File: config.mk
export PLATFORM = sky130hd
export DESIGN_NAME = hms_countdown_timer
export DESIGN_NICKNAME = d
export VERILOG_FILES = /design/src/sv/hms_pkg.sv /design/src/sv/hms_csr.sv /design/src/sv/hms_core.sv /design/src/sv/hms_countdown_timer.sv
export SDC_FILE = /design/constraint.sdc
export NUM_CORES = 1
export LEC_CHECK = 0
export ABC_AREA = 1
export ABC_CLOCK_PERIOD_IN_PS = 3670
export BUFFER_PORTS_ARGS = -buffer_cell sky130_fd_sc_hd__buf_2
export CORE_ASPECT_RATIO = 1.1
export CORE_MARGIN = 4
export CORE_UTILIZATION = 35
export DETAILED_ROUTE_END_ITERATION = 10
export GPL_ROUTABILITY_DRIVEN = 0
export GPL_TIMING_DRIVEN = 0
export PLACE_DENSITY = 0.55
export REMOVE_ABC_BUFFERS = 1
export SYNTH_ARGS = -nofsm -noshare
export SYNTH_HDL_FRONTEND = slang
export SYNTH_SLANG_ARGS = --single-unit
File: constraint.sdc
create_clock -name clock -period 3.67 [get_ports clock]
set_clock_uncertainty 0.1 [all_clocks]
set_input_delay 0.734 -clock clock [delete_from_list [all_inputs] [get_ports clock]]
set_output_delay 0.734 -clock clock [all_outputs]
set_load 0.005 [all_outputs]
File: src/sv/hms_pkg.sv
// ============================================================================
// hms_pkg
// Shared types and constants of the hours/minutes/seconds countdown timer.
// ============================================================================
package hms_pkg;

   // Millisecond ticks per counted second (2 to 2047).
   localparam int unsigned TicksPerSecond = 1000;
   localparam int unsigned PHASE_W        = 11;
   localparam logic [PHASE_W:0] TICKS_PER_SECOND = (PHASE_W + 1)'(TicksPerSecond);

   // Request kinds carried on the input channel's tuser.
   localparam logic [1:0] REQ_TICK   = 2'd0;
   localparam logic [1:0] REQ_BUTTON = 2'd1;
   localparam logic [1:0] REQ_RESET  = 2'd2;

   // Configuration register indexes.
   localparam logic [1:0] CSR_PRESET_HOURS   = 2'd0;
   localparam logic [1:0] CSR_PRESET_MINUTES = 2'd1;
   localparam logic [1:0] CSR_PRESET_SECONDS = 2'd2;
   localparam logic [1:0] CSR_FINISH_VOICE   = 2'd3;

   // Announcement codes; a final-ten-seconds code is the seconds plus one.
   localparam logic [3:0] ANN_ONE_MINUTE     = 4'd0;
   localparam logic [3:0] ANN_THIRTY_SECONDS = 4'd1;
   localparam logic [3:0] ANN_SECONDS_OFFSET = 4'd1;

   localparam logic [5:0] LAST_MINUTE_SECOND = 6'd59;
   localparam logic [5:0] THIRTY_SECONDS     = 6'd30;
   localparam logic [5:0] TEN_SECONDS        = 6'd10;

   typedef enum logic [1:0] {
      MODE_IDLE     = 2'd0,
      MODE_COUNTING = 2'd1,
      MODE_PAUSED   = 2'd2
   } mode_type;

   typedef struct packed {
      logic [2:0] finish_voice;
      logic [5:0] preset_seconds;
      logic [5:0] preset_minutes;
      logic [3:0] preset_hours;
   } cfg_type;

   // Packed so that the first field sits in the highest bits.
   typedef struct packed {
      logic [2:0] finish_sound;
      logic       finished;
      logic [3:0] announce_code;
      logic       announce_valid;
      logic [5:0] seconds_left;
      logic [5:0] minutes_left;
      logic [3:0] hours_left;
      logic [1:0] mode;
   } result_type;

endpackage

File: src/sv/hms_csr.sv
// ============================================================================
// hms_csr
// Configuration registers of the countdown timer: presets and finish voice.
// ============================================================================
module hms_csr (
   input  logic             clock,
   input  logic             reset,
   input  logic             csr_valid,
   output logic             csr_ready,
   input  logic [1:0]       csr_index,
   input  logic [5:0]       csr_data,
   output hms_pkg::cfg_type cfg
);
   import hms_pkg::*;

   cfg_type cfg_ff;
   cfg_type cfg_in;

   always_comb begin
      cfg_in = cfg_ff;
      if (csr_valid) begin
         case (csr_index)
            CSR_PRESET_HOURS:   cfg_in.preset_hours   = csr_data[3:0];
            CSR_PRESET_MINUTES: cfg_in.preset_minutes = csr_data;
            CSR_PRESET_SECONDS: cfg_in.preset_seconds = csr_data;
            CSR_FINISH_VOICE:   cfg_in.finish_voice   = csr_data[2:0];
            default:            cfg_in = cfg_ff;
         endcase
      end
   end

   always_ff @(posedge clock) begin
      if (reset) begin
         cfg_ff <= '0;
      end else begin
         cfg_ff <= cfg_in;
      end
   end

   assign csr_ready = 1'b1;
   assign cfg       = cfg_ff;

endmodule

File: src/sv/hms_core.sv
// ============================================================================
// hms_core
// Timer state and the single-pass update for one tick, button or reset word.
// ============================================================================
module hms_core (
   input  logic                clock,
   input  logic                reset,
   input  logic                step_en,
   input  logic [1:0]          req_type,
   input  logic                voice_busy,
   input  hms_pkg::cfg_type    cfg,
   output hms_pkg::result_type rslt
);
   import hms_pkg::*;

   mode_type           mode_ff, mode_in;
   logic [PHASE_W-1:0] phase_ff, phase_in;
   logic [3:0]         hours_ff, hours_in;
   logic [5:0]         minutes_ff, minutes_in;
   logic [5:0]         seconds_ff, seconds_in;
   logic [PHASE_W:0]   phase_sum;
   logic               second_step;
   logic               ann_valid;
   logic [3:0]         ann_code;
   logic               fin;

   always_comb begin
      mode_in     = mode_ff;
      phase_in    = phase_ff;
      hours_in    = hours_ff;
      minutes_in  = minutes_ff;
      seconds_in  = seconds_ff;
      phase_sum   = {1'b0, phase_ff} + {{PHASE_W{1'b0}}, 1'b1};
      second_step = 1'b0;
      ann_valid   = 1'b0;
      ann_code    = ANN_ONE_MINUTE;
      fin         = 1'b0;
      case (req_type)
         REQ_TICK: begin
            if (mode_ff == MODE_IDLE) begin
               hours_in   = cfg.preset_hours;
               minutes_in = cfg.preset_minutes;
               seconds_in = cfg.preset_seconds;
            end else if (mode_ff == MODE_COUNTING) begin
               second_step = phase_sum > TICKS_PER_SECOND;
               if (second_step) begin
                  phase_sum = phase_sum - TICKS_PER_SECOND;
                  // Take one second off, borrowing from minutes and hours.
                  if (seconds_ff == 6'd0) begin
                     seconds_in = LAST_MINUTE_SECOND;
                     if (minutes_ff == 6'd0) begin
                        minutes_in = LAST_MINUTE_SECOND;
                        hours_in   = hours_ff - 4'd1;
                     end else begin
                        minutes_in = minutes_ff - 6'd1;
                     end
                  end else begin
                     seconds_in = seconds_ff - 6'd1;
                  end
                  if (hours_in == 4'd0 && !voice_busy) begin
                     if (minutes_in == 6'd1 && seconds_in == 6'd0) begin
                        ann_valid = 1'b1;
                        ann_code  = ANN_ONE_MINUTE;
                     end else if (minutes_in == 6'd0) begin
                        if (seconds_in == THIRTY_SECONDS) begin
                           ann_valid = 1'b1;
                           ann_code  = ANN_THIRTY_SECONDS;
                        end else if (seconds_in != 6'd0 && seconds_in <= TEN_SECONDS) begin
                           ann_valid = 1'b1;
                           ann_code  = seconds_in[3:0] + ANN_SECONDS_OFFSET;
                        end
                     end
                  end
               end
               phase_in = phase_sum[PHASE_W-1:0];
               if (hours_in == 4'd0 && minutes_in == 6'd0 && seconds_in == 6'd0) begin
                  fin     = 1'b1;
                  mode_in = MODE_IDLE;
               end
            end
         end
         REQ_BUTTON: begin
            case (mode_ff)
               MODE_IDLE: begin
                  mode_in  = MODE_COUNTING;
                  phase_in = '0;
               end
               MODE_COUNTING: mode_in = MODE_PAUSED;
               default:       mode_in = MODE_COUNTING;
            endcase
         end
         REQ_RESET: mode_in = MODE_IDLE;
         default:   mode_in = mode_ff;
      endcase
   end

   always_ff @(posedge clock) begin
      if (reset) begin
         mode_ff    <= MODE_IDLE;
         phase_ff   <= '0;
         hours_ff   <= '0;
         minutes_ff <= '0;
         seconds_ff <= '0;
      end else if (step_en) begin
         mode_ff    <= mode_in;
         phase_ff   <= phase_in;
         hours_ff   <= hours_in;
         minutes_ff <= minutes_in;
         seconds_ff <= seconds_in;
      end
   end

   always_comb begin
      rslt.mode           = mode_in;
      rslt.hours_left     = hours_in;
      rslt.minutes_left   = minutes_in;
      rslt.seconds_left   = seconds_in;
      rslt.announce_valid = ann_valid;
      rslt.announce_code  = ann_code;
      rslt.finished       = fin;
      rslt.finish_sound   = fin ? cfg.finish_voice : 3'd0;
   end

`ifndef SYNTHESIS
   // A finishing step always drops back to idle, also in the stored state.
   a_finish_to_idle: assert property (@(posedge clock) disable iff (reset)
      step_en && rslt.finished |=> mode_ff == MODE_IDLE)
      else $error("finish did not return the timer to idle");

   // Announcements only happen in the last hour, never on the finishing step.
   a_announce_last_hour: assert property (@(posedge clock) disable iff (reset)
      step_en && rslt.announce_valid |-> rslt.hours_left == 4'd0 && !rslt.finished)
      else $error("announcement outside the last hour or on finish");

   // While paused, nothing but a button press may move the phase.
   a_pause_freezes: assert property (@(posedge clock) disable iff (reset)
      step_en && mode_ff == MODE_PAUSED && req_type != REQ_BUTTON |=> $stable(phase_ff))
      else $error("phase moved while paused");

   // Counts only change on an accepted word.
   a_hold_when_idle: assert property (@(posedge clock) disable iff (reset)
      !step_en |=> $stable(seconds_ff) && $stable(minutes_ff) && $stable(hours_ff))
      else $error("count changed without a word");
`endif

endmodule

File: src/sv/hms_countdown_timer.sv
// ============================================================================
// hms_countdown_timer
// Hours/minutes/seconds countdown timer driven by tick and button words.
// ============================================================================
// A word accepted into the input register moves on into the result register,
// which drives rsp_tvalid and rsp_tdata.
// Throughput: one word per cycle while rsp_tready is high; a stalled result
// word fills both stages and then holds req_tready low.
// Reset (synchronous, active high) clears both pipeline stages, the timer state
// (idle, zero phase and zero count) and all configuration registers.
module hms_countdown_timer (
   input  logic        clock,
   input  logic        reset,
   // Request channel.
   input  logic        req_tvalid,
   output logic        req_tready,
   input  logic [7:0]  req_tdata,   // [0] voice_busy, [7:1] zero
   input  logic [1:0]  req_tuser,   // [1:0] req_type
   // Result channel.
   output logic        rsp_tvalid,
   input  logic        rsp_tready,
   output logic [31:0] rsp_tdata,   // [1:0] mode, [5:2] hours_left,
                                    // [11:6] minutes_left, [17:12] seconds_left,
                                    // [18] announce_valid, [22:19] announce_code,
                                    // [23] finished, [26:24] finish_sound,
                                    // [31:27] zero
   // Configuration write channel.
   input  logic        csr_valid,
   output logic        csr_ready,
   input  logic [1:0]  csr_index,
   input  logic [5:0]  csr_data
);
   import hms_pkg::*;

   // Input register stage.
   logic       in_valid_ff, in_valid_in;
   logic [1:0] in_req_ff;
   logic       in_busy_ff;
   // Result register stage.
   logic       out_valid_ff, out_valid_in;
   result_type out_rslt_ff;

   cfg_type    cfg;
   result_type step_rslt;
   logic       advance;

   // A word moves from the input register into the result register whenever
   // the result register is empty or is being drained in the same cycle.
   assign advance    = in_valid_ff && (!out_valid_ff || rsp_tready);
   assign req_tready = !in_valid_ff || advance;

   always_comb begin
      in_valid_in = in_valid_ff;
      if (req_tvalid && req_tready) begin
         in_valid_in = 1'b1;
      end else if (advance) begin
         in_valid_in = 1'b0;
      end
      out_valid_in = out_valid_ff;
      if (advance) begin
         out_valid_in = 1'b1;
      end else if (rsp_tready) begin
         out_valid_in = 1'b0;
      end
   end

   always_ff @(posedge clock) begin
      if (reset) begin
         in_valid_ff  <= 1'b0;
         out_valid_ff <= 1'b0;
      end else begin
         in_valid_ff  <= in_valid_in;
         out_valid_ff <= out_valid_in;
      end
   end

   // Payload registers carry no reset.
   always_ff @(posedge clock) begin
      if (req_tvalid && req_tready) begin
         in_req_ff  <= req_tuser;
         in_busy_ff <= req_tdata[0];
      end
      if (advance) begin
         out_rslt_ff <= step_rslt;
      end
   end

   hms_csr u_csr (
      .clock     (clock),
      .reset     (reset),
      .csr_valid (csr_valid),
      .csr_ready (csr_ready),
      .csr_index (csr_index),
      .csr_data  (csr_data),
      .cfg       (cfg)
   );

   // The timer state advances exactly when a word is handed to the result stage.
   hms_core u_core (
      .clock      (clock),
      .reset      (reset),
      .step_en    (advance),
      .req_type   (in_req_ff),
      .voice_busy (in_busy_ff),
      .cfg        (cfg),
      .rslt       (step_rslt)
   );

   assign rsp_tvalid = out_valid_ff;
   assign rsp_tdata  = {5'd0, out_rslt_ff};

endmodule
==> impl.org, run 1 <==
** STA
- Setup_tns :: 0 ns
- Derived from the worst setup path, the maximum achievable clock frequency is 301 MHz.
- Measured against its own limit, the worst slew margin works out to 19.7%.
- The final count of hold timing violations was 0.
- Setup-violating endpoint count in the final report :: 0
- The tightest hold path in the finished design has a slack of 0.365 ns.
- Subtracting the final worst setup slack from the clock period gives 3.33 ns.
- Count of final max-slew check failures :: 0
- Final worst-path setup slack :: 0.344 ns
- Setup repair after global routing missed its margin :: false
- For the pin with the worst max-slew slack, the measured transition is 1.20 ns.
- The worst path uses 90.6% of the clock period.

** Setup path
- Slowest Stage Delay on Critical Path :: 0.84 ns
- At the worst endpoint, the required time is 3.85 ns.
- Max Fanout on Critical Path :: 14
- CP Capture Type :: register
- The worst setup path is launched from a register.
- STA puts the critical path data arrival time at 3.50 ns.
- For this design, the slowest cell found on the critical path is sky130_fd_sc_hd__nor2_1.
- Critical-path cell list :: nor2_1, inv_1, a21oi_1, nand2_1, nor2_1, inv_1, o22ai_1, inv_1, nor2_1
- The critical path in this run is classified as register to register.

** Logic synthesis
- Averaged over all synthesized cells, the footprint is 7.39 um^2.
- Synthesis warning total :: 0
- After synthesis, the largest family of logic cells by area is simple AND/OR/NAND/NOR gates.
- Yosys instantiated no cell more often than sky130_fd_sc_hd__nand2_1.
- Measured against the total synthesized area, the mux share comes to 0%.
- Summed over its instances, the top area cell type makes up 21.3% of the synthesized netlist area.
- The synthesized design contains 80 register bits.
- For this run, the register share of the synthesized area comes to 40.5%.
- Adder and majority cell fraction of the synthesized area :: 2.13%
- Yosys mapped the design onto 40 distinct sky130hd cell types.
- Compound-Gate Fraction of Synth Area :: 16.4%
- Fraction of the mapped netlist area in simple logic gates :: 28.1%
- Number of synthesized flops with an enable pin :: 30
- In this run the cell area of the synthesized design comes to 4690 um^2.
- The largest total area in the synthesized netlist belongs to sky130_fd_sc_hd__dfxtp_1.
- Dominant synthesized flop cell :: sky130_fd_sc_hd__dfxtp_1
- List of most frequent post-synthesis cells :: 119 x sky130_fd_sc_hd__nand2_1, 96 x sky130_fd_sc_hd__nor2_1, 85 x sky130_fd_sc_hd__inv_1
- Gate Count Post-Synth :: 635
- Area share of xor/xnor cells in the synthesized design :: 2.40%
- Top cells by area, synth :: sky130_fd_sc_hd__dfxtp_1 21%, sky130_fd_sc_hd__edfxtp_1 19%, sky130_fd_sc_hd__nand2_1 9.5%
- Counting flops with an async set or reset pin after synthesis yields a share of 0%.

** Detailed routing
- Before antenna repair, the detailed router went through 5 iterations.
- Antenna viol nets, final :: 0
- Total detailed-routing wirelength :: 12400 um
- Detailed Route Iter0 Violations :: 263
- Routed vias :: 4231
- Average wire per standard cell :: 14.9 um
- After detailed routing, the number of vias per cell comes to 5.08.
- Final routed DRC violation total :: 0

** Power
- Cell internal pwr :: 1.62 mW
- Power spread over the standard cell area amounts to 429 nW/um^2.
- Lkg Pwr :: 2.31 nW
- Worst supply voltage drop on vdd :: 0.000149 V
- Per report_power, the combinational group accounts for 16.6% of the total.
- Switching power as a share of total power :: 28.6%
- Portion of total power attributed to sequential cells :: 44.2%
- Proportion of power drawn by the clock network :: 39.1%
- In this run the power spent charging and discharging nets is 649 uW.
- Power consumption :: 2.27 mW

** Finish
- In the final design database the tool counted 698 nets.
- Share of layout cells above drive strength 1 :: 14.3%
- Area growth from synthesis to layout :: 12.7%
- Once layout is done, the placed cells without fillers occupy 5290 um^2.
- 0 antenna diodes ended up in the layout.

** Floorplanning
- Initial cell density of the core :: 35.7%
- Site row count :: 44
- Die Ht :: 129 um
- 58 I/O pins were placed.
- Horiz. Die Dim :: 118 um
- The region available for standard cell placement spans 13200 um^2.
- The die covers 15300 um^2.

** Placed design
- Cell area after placement :: 4970 um^2
- Detailed placement finished with a half-perimeter wire length of 8940 um.
- Number of buffers added on ports :: 44
- Pre-CTS worst setup slack :: 0.0513 ns

** CTS
- CTS tree :: built
- Sink Count :: 80
- At the later pin of the worst-skew pair, clock insertion delay measures 0.35 ns.
- Number of buffers inserted for hold repair after clock tree synthesis :: 0
- H-tree depth :: 3
- TritonCTS created 9 clock buffers.
- Clock-pin slew on the worst setup and hold paths :: 0.06 ns
- The cell sitting at the root of the clock tree is a sky130_fd_sc_hd__clkbuf_16.
- Maximum buffer depth of the clock tree :: 2

** Outcome
- Result of the run :: completed

** Flow run
- Max-cap violations in this run came to 0.

** Global route
- Vias in the first global route :: 4163
- Residual overflow from global routing :: 0
- Pin count of the biggest net entering global routing :: 34
- Number of antenna violations at the first check in global routing :: 0
- First-pass GRT wire length :: 20100 um
- For this run, the total global-route usage over all layers was measured as 16.5%.

** Hold path
- Class of the tightest hold or removal check :: register to register
==> state kept, by name, indices dropped and copies added (netlist names), 2 cells and up <==
signal,count
rsp_tdata,27
u_csr.cfg,19
in_req_ff,2
u_core.phase_ff,11
u_core.seconds_ff,6
u_core.minutes_ff,6
u_core.hours_ff,4
u_core.mode_ff,2
==> critical path: cells and delay by family, from the launching register on <==
kind                   cells  cell delay, ns
buffers and inverters      3            0.49
AND/OR/NAND/NOR            4            1.81
flip-flops                 1            0.48
AO/OA/AOI/OAI              2            0.38
==> layer usage <==
layer	wire length, um	GRT usage (%)	share of wire [%]
met5	0	0	0
met4	334	8.32	2.7
met3	550	2.97	4.4
met2	6300	29.3	51
met1	5200	19.2	42
==> logic make-up (layout without fill, tap and decap cells) <==
family / after synthesis / after routing
and+or+nand+nor: 299 / 299
AOI/OAI and AO/OA: 119 / 119
buffers and inverters: 115 / 148
DFF: 80 / 80
xor gates and xnor gates: 12 / 12
adders and majority gates: 8 / 8
other: 2 / 6
==> metrics by stage <==
stage	cells	util, %
finish	833	40.2
global route	833	40.2
CTS	832	40.0
detailed placement	816	37.8
global placement	816	37.8
floorplan	611	-
==> worst paths after layout <==
kind / cells past startpoint / endpoint / startpoint / slack (ns)
setup / recovery: 9 / u_core.phase_ff[7] / u_core.mode_ff[1] / 0.34
hold / removal: 2 / u_csr.cfg[17] / u_csr.cfg[17] / 0.37
hold reg to reg: 2 / u_csr.cfg[17] / u_csr.cfg[17] / 0.37
setup reg to reg: 9 / u_core.phase_ff[7] / u_core.mode_ff[1] / 0.34
==> area by class of cell <==
| type | count | area (um^2) |
|---|---|---|
| Clock buffer | 11 | 233 |
| Clock inverter | 5 | 57.6 |
| Fill cell | 1351 | 7870 |
| Inverter | 87 | 327 |
| Multi-Input combinational cell | 444 | 2330 |
| Sequential cell | 80 | 1900 |
| Tap cell | 161 | 201 |
| Timing Repair Buffer | 45 | 240 |
==> repair_timing <==
item	CTS	global route
endpoints found under the setup margin	0	16
setup buffers	0	0
gates resized for setup	0	2
==> layout by cell type (no fill, tap or decap), types with 2 or more instances in the layout <==
cell,count
sky130_fd_sc_hd__inv_1,84
sky130_fd_sc_hd__nand3_1,45
sky130_fd_sc_hd__nand3b_1,2
sky130_fd_sc_hd__nor3_1,6
sky130_fd_sc_hd__a22oi_2,8
sky130_fd_sc_hd__nor2_4,6
sky130_fd_sc_hd__edfxtp_1,30
sky130_fd_sc_hd__nor2_2,7
sky130_fd_sc_hd__ha_1,8
sky130_fd_sc_hd__xnor2_1,3
sky130_fd_sc_hd__clkbuf_16,9
sky130_fd_sc_hd__xor2_1,8
sky130_fd_sc_hd__o21ai_0,31
sky130_fd_sc_hd__clkbuf_1,2
sky130_fd_sc_hd__a211oi_1,10
sky130_fd_sc_hd__o21ai_1,8
sky130_fd_sc_hd__dfxtp_1,50
sky130_fd_sc_hd__clkinv_2,2
sky130_fd_sc_hd__nor4_1,2
sky130_fd_sc_hd__nand2_2,6
sky130_fd_sc_hd__nand2_1,119
sky130_fd_sc_hd__conb_1,6
sky130_fd_sc_hd__a21oi_1,32
sky130_fd_sc_hd__clkinv_4,2
sky130_fd_sc_hd__nor2_1,95
sky130_fd_sc_hd__nand4_1,6
sky130_fd_sc_hd__o211ai_1,14
sky130_fd_sc_hd__a221oi_1,9
sky130_fd_sc_hd__inv_2,2
sky130_fd_sc_hd__nand2_4,3
sky130_fd_sc_hd__buf_2,44
==> power groups by stage <==
stage	clock [mW]	sequential [mW]	combinational [mW]
floorplan	0	1.02	0.261
global placement	0	1.02	0.367
detailed placement	0	1.02	0.372
CTS	0.914	1.01	0.374
global route	0.949	1.01	0.429
finish	0.888	1.00	0.378
(Power assumes the default switching activity.)
==> run 2: changes to the inputs <==
--- a/config.mk
+++ b/config.mk
@@ -5,14 +5,12 @@
 export SDC_FILE = /design/constraint.sdc
 export NUM_CORES = 1
 export LEC_CHECK = 0
-export ABC_AREA = 1
 export ABC_CLOCK_PERIOD_IN_PS = 3670
 export BUFFER_PORTS_ARGS = -buffer_cell sky130_fd_sc_hd__buf_2
 export CORE_ASPECT_RATIO = 1.1
 export CORE_MARGIN = 4
 export CORE_UTILIZATION = 35
 export DETAILED_ROUTE_END_ITERATION = 10
-export GPL_ROUTABILITY_DRIVEN = 0
 export GPL_TIMING_DRIVEN = 0
 export PLACE_DENSITY = 0.55
 export REMOVE_ABC_BUFFERS = 1
==> constraint.sdc (replaced) <==
create_clock -name clock -period 3.67 [get_ports clock]
set_clock_uncertainty 0.1 [all_clocks]
set_input_delay 0.367 -clock clock [delete_from_list [all_inputs] [get_ports clock]]
set_output_delay 0.367 -clock clock [all_outputs]
set_load 0.005 [all_outputs]
==> run 2 against run 1 <==
Compared with the run above: sequential share of layout area up 1.1 points; register-to-register slack worse by 0.16 ns; design area down 3.0%; total power down 4.1%; fmax down 4.5%; wire length down 1.9%; final cell count down 16%; utilization up 0.21 points; worst setup slack worse by 0.16 ns; synthesized cell count down 18%; first-iteration DRC count down 9.9%; clock-buffer cell count up 2; largest cell class unchanged.
==> impl.org, run 2 <==
** Outcome
- The run finished with clean final reports.

** Setup path
- Worst setup path category :: register to register
- CP bufs+invs :: 0 (-3)
- The signal on the critical path passes through nand3_4, or4_4, a211o_1, o31ai_4, nor3_1, a31o_2, or4_1, o311ai_0.
- STA classifies the critical path endpoint as a register.
- In this design, the largest share of critical-path delay is due to compound AO/OA/AOI/OAI gates.
- Worst reg2reg path depth :: 8 (-1)
- The logic depth of the worst setup path including buffers was 8 (-1).
- Slowest Stage Delay on Critical Path :: 0.54 ns (-0.30 ns)
- Worst EP arrival :: 3.48 ns (-0.02 ns)
- Max Fanout on Critical Path :: 9 (-5)
- Critical path data required time :: 3.67 ns (-0.18 ns)
- STA classifies the critical path startpoint as a register.
- The slowest stage of the critical path belongs to the cell sky130_fd_sc_hd__or4_4.

** Flow run
- Max-capacitance violation count :: 0 (unchanged)

** Floorplanning
- Total Die Area :: 14900 um^2 (-2.8%)
- Horiz. Die Dim :: 117 um (-1.4%)
- Std-Cell Core Area :: 12700 um^2 (-3.5%)
- The floorplan die height is 128 um (-1.4%).
- The starting density of the core came to 35.8% (+0.18 points).
- I/O pin count :: 58 (unchanged)
- Site row count :: 43 (-2.3%)

** STA
- The final count of hold timing violations was 0 (unchanged).
- Ratio of final minimum period to clock period :: 94.9% (+4.3 points)
- Worst Tran Pin Value :: 0.948 ns (-0.254 ns)
- Final worst-path setup slack :: 0.186 ns (-0.158 ns)
- The final number of max-transition violations was 0 (unchanged).
- Worst slew margin relative to its limit :: 36.4% (+17 points)
- Setup repair after global routing left no endpoint under its margin.
- Clock period minus worst slack :: 3.48 ns (+0.158 ns)
- The worst hold-check slack came to 0.0909 ns (-0.274 ns).
- The sum of negative setup slack is 0 ns (unchanged).
- Achievable frequency :: 287 MHz (-4.5%)
- The count of final setup violators was 0 (unchanged).

** Finish
- The flip-flop and latch area is 1900 um^2 (about the same).
- The fraction of layout cells with a size suffix above 1 came to 16.2% (+1.9 points).
- NumNets Final :: 570 (-18%)
- The number of filler instances in the final layout came to 1294 (-4.2%).
- Leaving out fill and tap cells, the most frequent cell in the layout is sky130_fd_sc_hd__nor2_1.
- In the layout the commonest cells are 83 x sky130_fd_sc_hd__nor2_1, 49 x sky130_fd_sc_hd__dfxtp_1, 44 x sky130_fd_sc_hd__buf_2.
- Area of combinational cells with multiple inputs :: 2430 um^2 (+4.4%)
- The count of placed standard cells in the final layout, fillers left out came to 701 (-16%).
- Number of flip-flops under the largest register name :: 27 (unchanged)
- Count of antenna diodes in the layout :: 0 (unchanged)
- The layout-stage area growth over the synthesis result is 12.8% (about the same).
- The share of the core filled with cells in the final layout was 40.4% (+0.21 points).
- The area of all placed cells without fillers was 5130 um^2 (-3.0%).

** Placed design
- Cell area after placement :: 4780 um^2 (-3.8%)
- Detailed placer's ending HPWL :: 8570 um (-4.2%)
- The quantity of I/O buffers inserted on ports is 44 (unchanged).
- Pre-CTS worst setup slack :: -0.00941 ns (-0.0607 ns)
- The congestion estimate from routability-driven global placement came to 0.907.
- Placed Instances :: 682 (-16%)

** CTS
- Inserted Clock Buffers :: 9 (unchanged)
- TritonCTS built the clock tree.
- The number of sinks driven by the clock tree came to 80 (unchanged).
- The number of hold-repair buffers added at the cts stage came to 0 (unchanged).
- The tree is rooted in a sky130_fd_sc_hd__clkbuf_16.
- Maximum buffer depth of the clock tree :: 2 (unchanged)
- The register clock-pin slew on the reported worst setup and hold paths was 0.06 ns (about the same).
- The clock latency at the later pin of the worst-skew pair is 0.35 ns (about the same).
- The H-tree level count is 3 (unchanged).

** Detailed routing
- The post-detailed-route count of antenna-violating nets came to 0 (unchanged).
- Detailed Route Iter0 Violations :: 237 (-9.9%)
- Per-cell via count in the routed design :: 5.64 (+11%)
- Detailed-router iteration count before antenna repair :: 5 (unchanged)
- The wire length after detailed routing was 12100 um (-1.9%).
- Average wire per standard cell :: 17.3 um (+17%)
- Final routed DRC violation total :: 0 (unchanged)
- The overall via count from detail_route is 3953 (-6.6%).

** Logic synthesis
- Post-synth design cell area :: 4550 um^2 (-3.0%)
- The post-synthesis instance total came to 519 (-18%).
- Number of register bits inferred by synthesis :: 80 (unchanged)
- The async set-or-reset flop fraction in the synthesized netlist came to 0% (unchanged).
- After synthesis, the cell types taking the most area are sky130_fd_sc_hd__dfxtp_1 22%, sky130_fd_sc_hd__edfxtp_1 20%, sky130_fd_sc_hd__nor2_1 6.8%.
- Most common cell in the netlist :: sky130_fd_sc_hd__nor2_1
- The fraction of the yosys area taken by sequential cells was 41.8% (+1.3 points).
- Dominant synthesized flop cell :: sky130_fd_sc_hd__dfxtp_1
- List of most frequent post-synthesis cells :: 83 x sky130_fd_sc_hd__nor2_1, 50 x sky130_fd_sc_hd__dfxtp_1, 37 x sky130_fd_sc_hd__nand2_1
- The count of flip-flops with a built-in enable after synthesis was 30 (unchanged).
- Share of Yosys cell area claimed by the top area cell type :: 22.0% (+0.66 points)
- The number of warnings issued by yosys came to 0 (unchanged).
- Of all cell types, the one taking the most synthesized area is sky130_fd_sc_hd__dfxtp_1.
- Average cell area after synthesis :: 8.77 um^2 (+19%)
- The number of distinct standard cells referenced by the synthesized netlist was 68 (+70%).

** Hold path
- Hold-critical path depth :: 1 (-1)
- The path class of the tightest hold or removal check is input pin to register.

** Global route
- Number of antenna violations at the first check in global routing :: 0 (unchanged)
- Pin count of the biggest net entering global routing :: 50 (+47%)
- The via count of the first global-routing pass came to 3616 (-13%).
- Residual overflow from global routing :: 0 (unchanged)
- The all-layer global routing usage came to 16.8% (+0.37 points).
- The first-pass GRT wire length came to 19600 um (-2.5%).

** Power
- Power consumption :: 2.18 mW (-4.1%)
- Worst supply voltage drop on vdd :: 0.000166 V (+12%)
- The reported leakage power is 1.95 nW (-16%).
- Total power per unit cell area :: 425 nW/um^2 (-1.1%)
run 2: cell count changes after synthesis, sizes merged, moves of 10 or more:
cell,delta
o21ai,-21
inv,-75
nand3,-29
nor2,-24
nor3,+10
mux2i,+21
o211ai,-13
nand2,-91
run 2: repair_timing:
item,in CTS,in global routing
endpoints found under the setup margin,2,22
gates resized for setup,1,3
setup buffers,0,3
pin swaps,0,1
endpoints found under the hold margin,0,0
run 2: area by class of cell:
| type | instances | area share [%] |
|---|---|---|
| clock buffer | 13 | 5.71 |
| clock inverter | 3 | 0.390 |
| inverter | 12 | 0.878 |
| multi-input combinational | 389 | 47.4 |
| sequential | 80 | 37.1 |
| tap | 157 | 3.83 |
| timing repair buffer | 47 | 4.73 |
run 2: where the power goes:
part	switching [mW]	internal, mW
Sequential	0.0304	0.957
Combinational	0.166	0.0972
Clock	0.369	0.560
run 2: path summary, 6_finish.rpt:
kind | start | end | slack, ns
worst max register to register | u_core.phase_ff[3] | rsp_tdata[0] | 0.19
worst min-delay path | req_tdata[0] | in_busy_ff | 0.09
worst min register to register | u_csr.cfg[16] | u_csr.cfg[16] | 0.39
worst max-delay path | u_core.phase_ff[3] | rsp_tdata[0] | 0.19
run 2: cells by family (layout without fill, tap and decap cells):
logic type / Yosys count / after routing / share of synthesized area (%)
xor gates and xnor gates: 16 / 16 / 3.08
AOI/OAI and AO/OA: 126 / 126 / 19.4
DFF: 80 / 80 / 41.8
and+or+nand+nor: 209 / 209 / 22.5
buffers and inverters: 54 / 75 / 5.44
muxes: 24 / 24 / 5.36
adders and majority gates: 8 / 8 / 2.20
other: 2 / 6 / 0.165
run 2: layer usage:
metal  track usage, %  routed length (um)
met1             23.5                5630
met2             26.7                5770
met3             2.70                 560
met4             5.20                 178
met5                0                   0
